--- config.mk ---
export PLATFORM = sky130hd
export DESIGN_NAME = mpi_div_cell
export DESIGN_NICKNAME = d
export VERILOG_FILES = /design/src/rtl/mpi_pkg.sv /design/src/rtl/mpi_div_cell.sv
export SDC_FILE = /design/constraint.sdc
export NUM_CORES = 1
export LEC_CHECK = 0
export ABC_CLOCK_PERIOD_IN_PS = 6300
export BUFFER_PORTS_ARGS = -buffer_cell sky130_fd_sc_hd__buf_2
export CORE_MARGIN = 8
export CORE_UTILIZATION = 40
export DETAILED_ROUTE_END_ITERATION = 6
export GPL_ROUTABILITY_DRIVEN = 0
export PLACE_DENSITY = 0.7
export SLEW_MARGIN = 20
export SYNTH_ARGS = -nofsm -noshare
export SYNTH_HDL_FRONTEND = slang
export SYNTH_SLANG_ARGS = --single-unit
--- constraint.sdc ---
create_clock -name i_clk -period 6.3 [get_ports i_clk]
set_input_delay 0.63 -clock i_clk [delete_from_list [all_inputs] [get_ports i_clk]]
set_output_delay 0.63 -clock i_clk [all_outputs]
set_load 0.03 [all_outputs]
--- src/rtl/mpi_pkg.sv ---
// Shared constants, types and helper functions for the Mandelbrot pixel intensity block.
package mpi_pkg;

    localparam int PIX_W     = 12;
    localparam int FRAC_BITS = 24;
    localparam int DIV_W     = PIX_W + FRAC_BITS;
    localparam int Q_W       = 32;
    localparam int PROD_W    = 2 * Q_W;
    localparam int SQ_W      = PROD_W - FRAC_BITS;
    localparam int WIDE_W    = SQ_W + 2;
    localparam int N_ITER    = 21;
    localparam int MAX_STEPS = 20;
    localparam int STEP_W    = 5;
    localparam int GREY_W    = 8;
    localparam int CFG_IDX_W = 1;

    localparam logic [CFG_IDX_W-1:0] REG_IMAGE_WIDTH  = 1'd0;
    localparam logic [CFG_IDX_W-1:0] REG_IMAGE_HEIGHT = 1'd1;

    localparam logic [PIX_W-1:0] DIVISOR_RESET = 12'd600;

    localparam logic signed [Q_W-1:0] Q_ONE_HALF     = 32'sh0080_0000;
    localparam logic signed [Q_W-1:0] Q_THREE_HALVES = 32'sh0180_0000;
    localparam logic [SQ_W:0]         ESC_LIMIT      = 41'h000_0400_0000;

    localparam logic signed [Q_W-1:0] Q_MAX = 32'sh7fff_ffff;
    localparam logic signed [Q_W-1:0] Q_MIN = 32'sh8000_0000;

    // Grey level 255*steps/20, truncated, for the step counts that escaped.
    localparam logic [GREY_W-1:0] GREY_LUT [0:MAX_STEPS-1] = '{
        8'd0,   8'd12,  8'd25,  8'd38,  8'd51,  8'd63,  8'd76,  8'd89,  8'd102, 8'd114,
        8'd127, 8'd140, 8'd153, 8'd165, 8'd178, 8'd191, 8'd204, 8'd216, 8'd229, 8'd242
    };

    typedef struct packed {
        logic             valid;
        logic [PIX_W-1:0] rem_x;
        logic [DIV_W-1:0] acc_x;
        logic [PIX_W-1:0] rem_y;
        logic [DIV_W-1:0] acc_y;
    } t_div_tok;

    typedef struct packed {
        logic                    valid;
        logic                    done;
        logic [STEP_W-1:0]       steps;
        logic signed [Q_W-1:0]   c_re;
        logic signed [Q_W-1:0]   c_im;
        logic signed [Q_W-1:0]   re;
        logic signed [Q_W-1:0]   im;
    } t_orbit;

    function automatic logic signed [Q_W-1:0] sat_q(input logic signed [WIDE_W-1:0] v);
        logic signed [Q_W-1:0] r;
        if (v > WIDE_W'(Q_MAX)) begin
            r = Q_MAX;
        end else if (v < WIDE_W'(Q_MIN)) begin
            r = Q_MIN;
        end else begin
            r = v[Q_W-1:0];
        end
        return r;
    endfunction

    function automatic logic [GREY_W-1:0] grey_level(input logic [STEP_W-1:0] steps);
        logic [GREY_W-1:0] g;
        if (steps < STEP_W'(MAX_STEPS)) begin
            g = GREY_LUT[steps];
        end else begin
            g = '0;
        end
        return g;
    endfunction

endpackage

--- src/rtl/mpi_div_cell.sv ---
// One restoring-division cell: resolves one quotient bit for both coordinates.
module mpi_div_cell (
    input  logic                      i_clk,
    input  logic                      i_rst_n,
    input  logic                      i_en,
    input  logic [mpi_pkg::PIX_W-1:0] i_div_x,
    input  logic [mpi_pkg::PIX_W-1:0] i_div_y,
    input  mpi_pkg::t_div_tok         i_tok,
    output mpi_pkg::t_div_tok         o_tok
);

    typedef struct packed {
        logic [mpi_pkg::PIX_W-1:0] rem;
        logic [mpi_pkg::DIV_W-1:0] acc;
    } t_lane;

    function automatic t_lane div_step(input logic [mpi_pkg::PIX_W-1:0] rem,
                                       input logic [mpi_pkg::DIV_W-1:0] acc,
                                       input logic [mpi_pkg::PIX_W-1:0] d);
        logic [mpi_pkg::PIX_W:0] t;
        logic [mpi_pkg::PIX_W:0] diff;
        logic                    ge;
        t_lane                   r;
        t    = {rem, acc[mpi_pkg::DIV_W-1]};
        diff = t - {1'b0, d};
        ge   = (t >= {1'b0, d});
        r.rem = ge ? diff[mpi_pkg::PIX_W-1:0] : t[mpi_pkg::PIX_W-1:0];
        r.acc = {acc[mpi_pkg::DIV_W-2:0], ge};
        return r;
    endfunction

    t_lane             lane_x;
    t_lane             lane_y;
    mpi_pkg::t_div_tok r_tok;

    assign lane_x = div_step(i_tok.rem_x, i_tok.acc_x, i_div_x);
    assign lane_y = div_step(i_tok.rem_y, i_tok.acc_y, i_div_y);

    always_ff @(posedge i_clk) begin
        if (!i_rst_n) begin
            r_tok.valid <= 1'b0;
        end else if (i_en) begin
            r_tok.valid <= i_tok.valid;
        end
        if (i_en) begin
            r_tok.rem_x <= lane_x.rem;
            r_tok.acc_x <= lane_x.acc;
            r_tok.rem_y <= lane_y.rem;
            r_tok.acc_y <= lane_y.acc;
        end
    end

    assign o_tok = r_tok;

endmodule

# == Word-level counts from Yosys, hierarchy flattened ==
# Index checks and enable logic that the tools add are counted.
# op_classes
muxes,2
magnitude_cmp,2
add_sub_neg,2
# ops
cell,n
$ge 13x12->1,2
$mux 12,2
$sub 12x12->12,2
# totals
regBits,97
out_inout_bits,97

# == Longest topological paths before layout ==
# Gate-level depths: netlist of the first run.
# logic_depth
word_depth,2
mapped_depth,10
depth_no_buf,10

# == Worst setup path after synthesis of the first run ==
# No wires, ideal clock.
# synth_path
kind,in2reg
from,input i_div_y[1] in the netlist's numbering
to,register r_tok (netlist bit o_tok[40]) (data pin)
n_path_buf,1
arrival_time_ns,2.584
stages,10
required_ns,6.038
path_slack_ns,3.453
cell_sequence,inv_1 > ha_1 > nor2b_1 > o31a_1 > nor3_2 > o21a_2 > a21oi_2 > a2111oi_4 > buf_6 > mux2_1
# synth_lines
item,line_no,source
"start, declared",mpi_div_cell.sv:7,"input logic [mpi_pkg::PIX_W-1:0] i_div_y,"
"end, declared",mpi_div_cell.sv:34,mpi_pkg::t_div_tok r_tok;

==> results.txt, run 1 <==
The number of nets in the synthesized netlist is 442. The number of global-route vias before repair is 3,363. The synthesized-area fraction occupied by xor and xnor cells came out at 2.96%. Once placement finished, the instance area stood at 5700 um^2. The number of instances resized during post-cts repair is 0. The largest net degree at the start of global routing came out at 69. The final count of pins violating max slew was 0.

The critical-path maximum fanout came out at 13. After synthesis, the share of flip-flops with an asynchronous set or reset is 0%. Along the worst hold path, the cell count comes to 1. After the last flow step, the layout net total stands at 673. Sorting the synthesized cells by area gives the leading types as sky130_fd_sc_hd__edfxtp_1 65%, sky130_fd_sc_hd__ha_1 6.8%, sky130_fd_sc_hd__inv_1 2.8%.

The achievable frequency came out at 329 MHz. The first global-routing pass estimated 18,000 um of wire. From bottom edge to top edge, the die measures 121 um.

Among all cell types in the netlist, the one instantiated most often is sky130_fd_sc_hd__edfxtp_1. The number of antenna violations at the first check in global routing is 0. At the end of the flow the core is filled with cells to 54.2%.

The hold violation total from the final report is 0. Pin placement for this block handled 221 I/O pins. The number of hold buffers added after cts came out at 0. The sequential cell area fraction in the yosys report came out at 65.5%. The full die area came out at 14,700 um^2. The residual overflow from global routing is 0. Counting flops with a built-in enable in the synthesized netlist gives 96. The final period utilization is 48.3%. The worst hold path belongs to the class input pin to register.

The number of maximum-capacitance constraint violations came out at 0. The synthesized area is 4430 um^2. The die is 121 um wide.

The compound-gate portion of the synthesized area is 8.61%. The post-route setup TNS is 0 ns. The flow ran to the end, and the final reports show no timing, DRC or antenna violations. The first-pass detailed-route iteration total is 4. The instance count of the mapped netlist is 292. The area of all sequential standard cells came out at 2900 um^2. The critical path class is input pin to register. The cell count of the worst reg-to-reg path came out at 2.

For the final database, setup skew stands at 0 ns. The share of final-layout standard cells stronger than drive strength 1 came out at 48.9%. The area of the core region came out at 10,800 um^2. The detailed router's first-iteration violation count came out at 177. Across all layers, the routed design uses 3,240 vias. The all-layer global routing usage is 15.7%. The worst setup path is launched from an input pin. The total power of the final layout is 1.59 mW. TritonCTS built the clock tree. The type of destination of the critical path is a register. The number of buffers inserted during clock tree synthesis is 9. The number of placement rows is 38. The worst slack after detailed placement came out at 2.82 ns.

After synthesis, the largest family of logic cells by area is compound AO/OA/AOI/OAI gates. The leakage power came out at 2.68 nW. The later-pin clock latency in the skew report came out at 0.35 ns.

At the pin with the least slew margin, the transition time is 0.958 ns. In this run the post-CTS setup repair buffer count came out at 0. The routed length per placed instance came out at 18.1 um. The least setup slack across all paths after layout came out at 3.26 ns. After routing the design area is 5880 um^2. The peak supply drop is 0.121 mV. Setup repair after global routing left no endpoint under its margin. The clock tree root buffer cell is sky130_fd_sc_hd__clkbuf_8.

The number of distinct library cells after synthesis is 40. The final hold slack came out at 0.440 ns. The area overhead of the layout relative to synthesis is 32.7%. The adder-cell area share of the yosys netlist came out at 7.68%. The detail-routed via count per cell came out at 4.85.

The final critical delay including setup and external delays came out at 3.04 ns. The flip-flop count of the largest register after layout came out at 97. The clock sink total came out at 97. The count of yosys warnings during synthesis is 0.

In the synthesized netlist the dominant register cell turns out to be sky130_fd_sc_hd__edfxtp_1. The area fraction in and, or, nand and nor cells after synthesis is 5.17%. The total power density per cell area is 270 nW/um^2. The headroom to the max-slew limit is 36.1%. The clock tree synthesis step divided the H-tree into 3 levels. The total detailed-routing wirelength came out at 12,100 um.

The count of antenna-violating nets left after detailed routing came out at 0. In this run the deepest clock path goes through 2 buffers. By count the netlist is led by 96 x sky130_fd_sc_hd__edfxtp_1, 33 x sky130_fd_sc_hd__inv_1, 24 x sky130_fd_sc_hd__ha_1.

The synthesis-stage register bit count came out at 97. The share of the synthesized area in the top cell type is 65.0%. The diode insertion count for antenna repair came out at 0.

The final-report setup violation count came out at 0. The proportion of synthesized area in mux cells came out at 6.80%. Leaving out filler cells and counting taps, the final layout contains 668. The cell accounting for the most synthesized area is sky130_fd_sc_hd__edfxtp_1. The clock transition at the registers of the reported paths is 0.10 ns. The number of design rule violations left after detail routing came out at 0.

The post-synthesis area per instance came out at 15.2 um^2. The cell count after placement is 652. The combined area of the multi-input logic cells came out at 1380 um^2. The estimated wirelength of the detail-placed design is 9790 um. The initial core utilization is 40.9%. The data required time of the critical path is 6.42 ns.

The arrival time of data at the critical path endpoint came out at 3.16 ns. The port buffer count is 220. The layout filler cell count came out at 939.
layer usage:
layer	share of wire (%)	up-vias	global-route usage [%]
li1	-	1553	-
met1	39	1527	17.7
met2	50	147	28.0
met3	8.9	13	4.28
met4	1.4	0	5.71
met5	0	-	0
final timing paths:
kind         slack [ns]        from   endpoint
max                3.26  i_div_y[1]  o_tok[47]
min                0.44   i_tok[81]  o_tok[82]
max reg2reg        5.71   o_tok[96]  o_tok[96]
min reg2reg        0.53   o_tok[96]  o_tok[96]
cells in the final DEF, fill, tap and decap left out, types with 4 or more instances in the layout:
| cell type | synthesis | layout |
|---|---|---|
| sky130_fd_sc_hd__a21o_1 | 6 | 6 |
| sky130_fd_sc_hd__inv_1 | 33 | 33 |
| sky130_fd_sc_hd__mux2_1 | 7 | 7 |
| sky130_fd_sc_hd__nor3_1 | 4 | 4 |
| sky130_fd_sc_hd__xnor2_1 | 9 | 9 |
| sky130_fd_sc_hd__nand2_1 | 4 | 4 |
| sky130_fd_sc_hd__nor2b_1 | 6 | 6 |
| sky130_fd_sc_hd__nand3_1 | 6 | 6 |
| sky130_fd_sc_hd__ha_1 | 24 | 24 |
| sky130_fd_sc_hd__nor2_1 | 11 | 11 |
| sky130_fd_sc_hd__o21ai_0 | 7 | 7 |
| sky130_fd_sc_hd__mux2i_1 | 5 | 5 |
| sky130_fd_sc_hd__xor2_1 | 6 | 6 |
| sky130_fd_sc_hd__buf_2 | 0 | 219 |
| sky130_fd_sc_hd__edfxtp_1 | 96 | 96 |
| sky130_fd_sc_hd__mux2_2 | 6 | 6 |
| sky130_fd_sc_hd__a21oi_1 | 14 | 14 |
| sky130_fd_sc_hd__mux2_4 | 7 | 7 |
| sky130_fd_sc_hd__clkbuf_8 | 0 | 9 |
| sky130_fd_sc_hd__o21a_1 | 4 | 4 |
where the power goes:
group	leakage, nW	switching, mW	internal, mW
Sequential	0.948	0.0156	0.785
Combinational	1.65	0.259	0.150
Clock	0.0876	0.228	0.148
Total	2.68	0.503	1.08
cells by family (layout without fill, tap and decap cells):
kind of cell | after synthesis | count (layout)
AND/OR/NAND/NOR | 44 | 44
adder cells (fa/ha/maj) | 26 | 26
flip-flops | 97 | 97
AO/OA/AOI/OAI | 50 | 50
XOR/XNOR | 15 | 15
buffers and inverters | 35 | 271
multiplexers | 25 | 25
worst max-delay path, stage by stage:
cell and delay (ns):
sky130_fd_sc_hd__buf_2 0.11, sky130_fd_sc_hd__inv_1 0.05, sky130_fd_sc_hd__ha_1 0.30, sky130_fd_sc_hd__nor2b_1 0.14, sky130_fd_sc_hd__o31a_1 0.28, sky130_fd_sc_hd__nor3_2 0.11
sky130_fd_sc_hd__o21a_2 0.19, sky130_fd_sc_hd__a21oi_2 0.07, sky130_fd_sc_hd__a2111oi_4 0.87, sky130_fd_sc_hd__mux2_2 0.41
area by class of cell:
class,instances,area share (%)
multi-input combinational,160,23.5
inverter,33,2.11
sequential,97,49.4
clock buffer,9,2.11
timing repair buffer,222,19.0
tap,140,2.98
clock inverter,7,0.894
Power figures use the tool's default switching activity.
==> run 2: changes to the inputs <==
--- a/config.mk
+++ b/config.mk
@@ -5,13 +5,14 @@
 export SDC_FILE = /design/constraint.sdc
 export NUM_CORES = 1
 export LEC_CHECK = 0
-export ABC_CLOCK_PERIOD_IN_PS = 6300
+export ABC_AREA = 1
+export ABC_CLOCK_PERIOD_IN_PS = 2700
 export BUFFER_PORTS_ARGS = -buffer_cell sky130_fd_sc_hd__buf_2
 export CORE_MARGIN = 8
 export CORE_UTILIZATION = 40
 export DETAILED_ROUTE_END_ITERATION = 6
 export GPL_ROUTABILITY_DRIVEN = 0
-export PLACE_DENSITY = 0.7
+export PLACE_DENSITY = 0.71
 export SLEW_MARGIN = 20
 export SYNTH_ARGS = -nofsm -noshare
 export SYNTH_HDL_FRONTEND = slang
==> constraint.sdc (replaced) <==
create_clock -name i_clk -period 2.7 [get_ports i_clk]
set_input_delay 0.27 -clock i_clk [delete_from_list [all_inputs] [get_ports i_clk]]
set_output_delay 0.27 -clock i_clk [all_outputs]
set_load 0.03 [all_outputs]
==> run 2 against run 1 <==
Die area increased by 9.4%. Count of clock-buffer cells in the layout stayed put. Design area up 9.9%. Non-clock buffer count stayed put. Critical endpoint is now o_tok[91]. Highest routed layer unchanged. Flip-flop and latch count is the same. Global-route usage is 0.38 points higher. Synthesized cell count increased by 61%. Utilization is 0.42 points lower. Power rose to 2.6 times the previous value. Wire length is 13% higher.
==> results.txt, run 2 <==
Once layout is complete, the utilization of the core stands at 53.8%. The initialized floorplan defines 40 standard-cell rows. The peak supply drop is 0.294 mV.

The critical path in this run is classified as input pin to register. The die is 127 um tall. The transition at the pin with the smallest max-transition slack is 0.677 ns. The clock sink total is 97. The number of hold buffers added after cts came out at 0. The total area inside the core boundary comes to 12,000 um^2.

Of the post-synthesis cell area, the dominant cell type holds 58.7%. The later-pin clock latency in the skew report came out at 0.34 ns. The leakage power came out at 3.25 nW. The number of buffers inserted during clock tree synthesis is 9. The clock transition at the registers of the reported paths is 0.07 ns. The estimated wirelength of the detail-placed design came out at 11,200 um. The first-pass detailed-route iteration total came out at 4. The count of H-tree levels built during CTS is 3. The final critical delay including setup and external delays came out at 1.83 ns. The cell count after synthesis came out at 470. Each instance of the synthesized netlist takes up on average 10.5 um^2. The number of nets in the synthesized netlist came out at 620. The die extent in x came out at 127 um.

The post-route setup TNS is 0 ns. By area the synthesized netlist is led by sky130_fd_sc_hd__edfxtp_1 59%, sky130_fd_sc_hd__nand2_1 9.5%, sky130_fd_sc_hd__inv_1 6.9%. The library cells used most frequently in the layout, excluding fill and tap cells, are 219 x sky130_fd_sc_hd__buf_2, 125 x sky130_fd_sc_hd__nand2_1, 96 x sky130_fd_sc_hd__edfxtp_1. The number of maximum-capacitance constraint violations came out at 0. The port buffer count is 220. The compound-gate portion of the synthesized area came out at 3.13%. After detailed routing, the number of remaining DRC violations is 0. The total power density per cell area is 633 nW/um^2. Timing would allow up to 545 MHz.

0 antenna diodes ended up in the layout. The min-delay analysis places its worst path in the category input pin to register. The area of all sequential standard cells came out at 2900 um^2.

The main combinational cell family by area after synthesis is simple AND/OR/NAND/NOR gates. The flow ran to the end, and the final reports show no timing, DRC or antenna violations. After detailed routing, the average wire length per cell comes to 16.0 um. The combined area of the multi-input logic cells came out at 1620 um^2. sky130_fd_sc_hd__edfxtp_1 takes more of the synthesized area than any other cell.

The synthesized-area fraction occupied by xor and xnor cells is 1.96%. The synthesis-stage register bit count came out at 97. For this run the aggregate overflow at the end of global routing stands at 0. The number of antenna violations at the first check in global routing is 0. From synthesis to final layout, the design area changed by 31.6%. The vias after detailed routing is 4,077. The commonest non-fill, non-tap cell in the layout is sky130_fd_sc_hd__buf_2.

Measured against the total synthesized area, the mux share comes to 0%. The initial utilization of the core area, before any placement, comes to 40.9%. The floorplan step defined a die boundary enclosing 16,100 um^2.

The final-report setup violation count is 0. The cell count of the worst reg-to-reg path is 2. The final period utilization is 68.0%. The type of destination of the critical path is a register.

Along the worst hold path, the cell count comes to 1. The top flip-flop cell by instance count after synthesis is sky130_fd_sc_hd__edfxtp_1. The layout filler cell count is 1,049. Counting flops with a built-in enable in the synthesized netlist gives 96.

221 I/O pins were placed. The hold violation total from the final report is 0. The async set-reset flop share out of synthesis is 0%.

The count of antenna-violating nets left after detailed routing came out at 0. The clock skew came out at 0 ns. The number of global-route vias before repair came out at 4,022. The data required time of the critical path is 2.78 ns. No sink is reached through more buffers than the 2 on the longest clock path. The worst setup path is launched from an input pin. The register with the most flip-flops in the layout has 97 of them. Entering global routing, the biggest net connects 49 pins. The critical-path maximum fanout came out at 20. Yosys instantiated no cell more often than sky130_fd_sc_hd__nand2_1. Across every metal layer, demand over resource in global routing totals 16.1%. The first global-routing pass estimated 20,700 um of wire. The area fraction in and, or, nand and nor cells after synthesis came out at 21.0%. The mapped netlist covers 4910 um^2. Data on the critical path arrives at its endpoint at 1.91 ns. In the final design database the tool counted 849 nets.

The number of distinct library cells after synthesis is 29. The share of final-layout standard cells stronger than drive strength 1 came out at 38.1%. The count of yosys warnings during synthesis is 0. The worst slack after detailed placement is 0.513 ns. TritonCTS built the clock tree. In the synthesized netlist, the cells that appear most often are 125 x sky130_fd_sc_hd__nand2_1, 96 x sky130_fd_sc_hd__edfxtp_1, 90 x sky130_fd_sc_hd__inv_1. The adder-cell area share of the yosys netlist is 6.93%. The headroom to the max-slew limit came out at 54.9%. The number of instances resized during post-cts repair came out at 0. The number of buffers inserted to repair setup after CTS came out at 0.

Setup repair after global routing left no endpoint under its margin. The total detailed-routing wirelength came out at 13,600 um. The final count of pins violating max slew came out at 0. The least setup slack across all paths after layout came out at 0.865 ns. Clock tree synthesis selected as its root buffer the cell sky130_fd_sc_hd__clkbuf_16. The sequential cell area fraction in the yosys report is 59.1%.

The detailed router finished its first iteration with 257 violations. Dividing the detail-routed via count by the number of cells gives 4.79.
[run 2: cell count changes after synthesis, sizes merged, moves of 7 or more]
cell   delta
inv      +58
mux2     -20
nand2   +130
nand3    +27
nand4    +15
nor2     +13
xnor2     -7
[run 2: logic make-up (layout without fill, tap and decap cells)]
kind of cell               Yosys count  after routing
AOI/OAI and AO/OA                   24             24
adders and majority gates           26             26
and+or+nand+nor                    217            217
DFF                                 97             97
buffers and inverters               95            329
xor gates and xnor gates            11             11
[run 2: power by group]
part	switching, mW	total [mW]	internal [mW]
sequential	0.0359	1.86	1.83
combinational	0.693	1.01	0.315
clock	0.578	1.22	0.643
[run 2: worst paths after layout]
| path | from | to | slack (ns) |
|---|---|---|---|
| worst max-delay path | i_div_x[7] | o_tok[91] | 0.87 |
| worst min-delay path | i_tok[78] | o_tok[79] | 0.10 |
| worst max register to register | o_tok[96] | o_tok[96] | 2.06 |
| worst min register to register | o_tok[96] | o_tok[96] | 0.56 |
[run 2: worst max-delay path, stage by stage]
cell	delay, ns
sky130_fd_sc_hd__buf_2	0.07
sky130_fd_sc_hd__inv_1	0.03
sky130_fd_sc_hd__ha_1	0.35
sky130_fd_sc_hd__nand2_1	0.15
sky130_fd_sc_hd__inv_1	0.05
sky130_fd_sc_hd__nand2_1	0.06
sky130_fd_sc_hd__nand2_1	0.09
sky130_fd_sc_hd__a21oi_4	0.21
sky130_fd_sc_hd__nand3_2	0.35
sky130_fd_sc_hd__nand2_1	0.18
sky130_fd_sc_hd__o21ai_0	0.10
[run 2: layout make-up]
class | count | area share, %
inverters | 91 | 5.28
flip-flops and latches | 97 | 44.9
repair buffers | 222 | 17.5
well taps | 147 | 2.84
multi-input cells | 278 | 25.1
clock buffers | 9 | 3.48
clock inverters | 7 | 0.910
[run 2: per-stage QoR]
stage | area, um^2 | cells | hold WS, ns | total power, mW
5_1_grt | 6460 | 851 | 0.0823 | 4.28
3_3_place_gp | 6180 | 835 | 0.446 | 2.89
2_1_floorplan | 4910 | 470 | 0.363 | 2.56
3_5_place_dp | 6180 | 835 | 0.448 | 2.91
6_report | 6460 | 851 | 0.101 | 4.09
4_1_cts | 6460 | 851 | 0.0827 | 4.14
[run 2: layer usage]
layer	global-route usage, %	wire (um)	vias up
met1	19.4	5650	1877
li1	-	-	2013
met2	27.9	6710	168
met3	3.27	1000	19
met5	0	0	-
met4	5.95	242	0
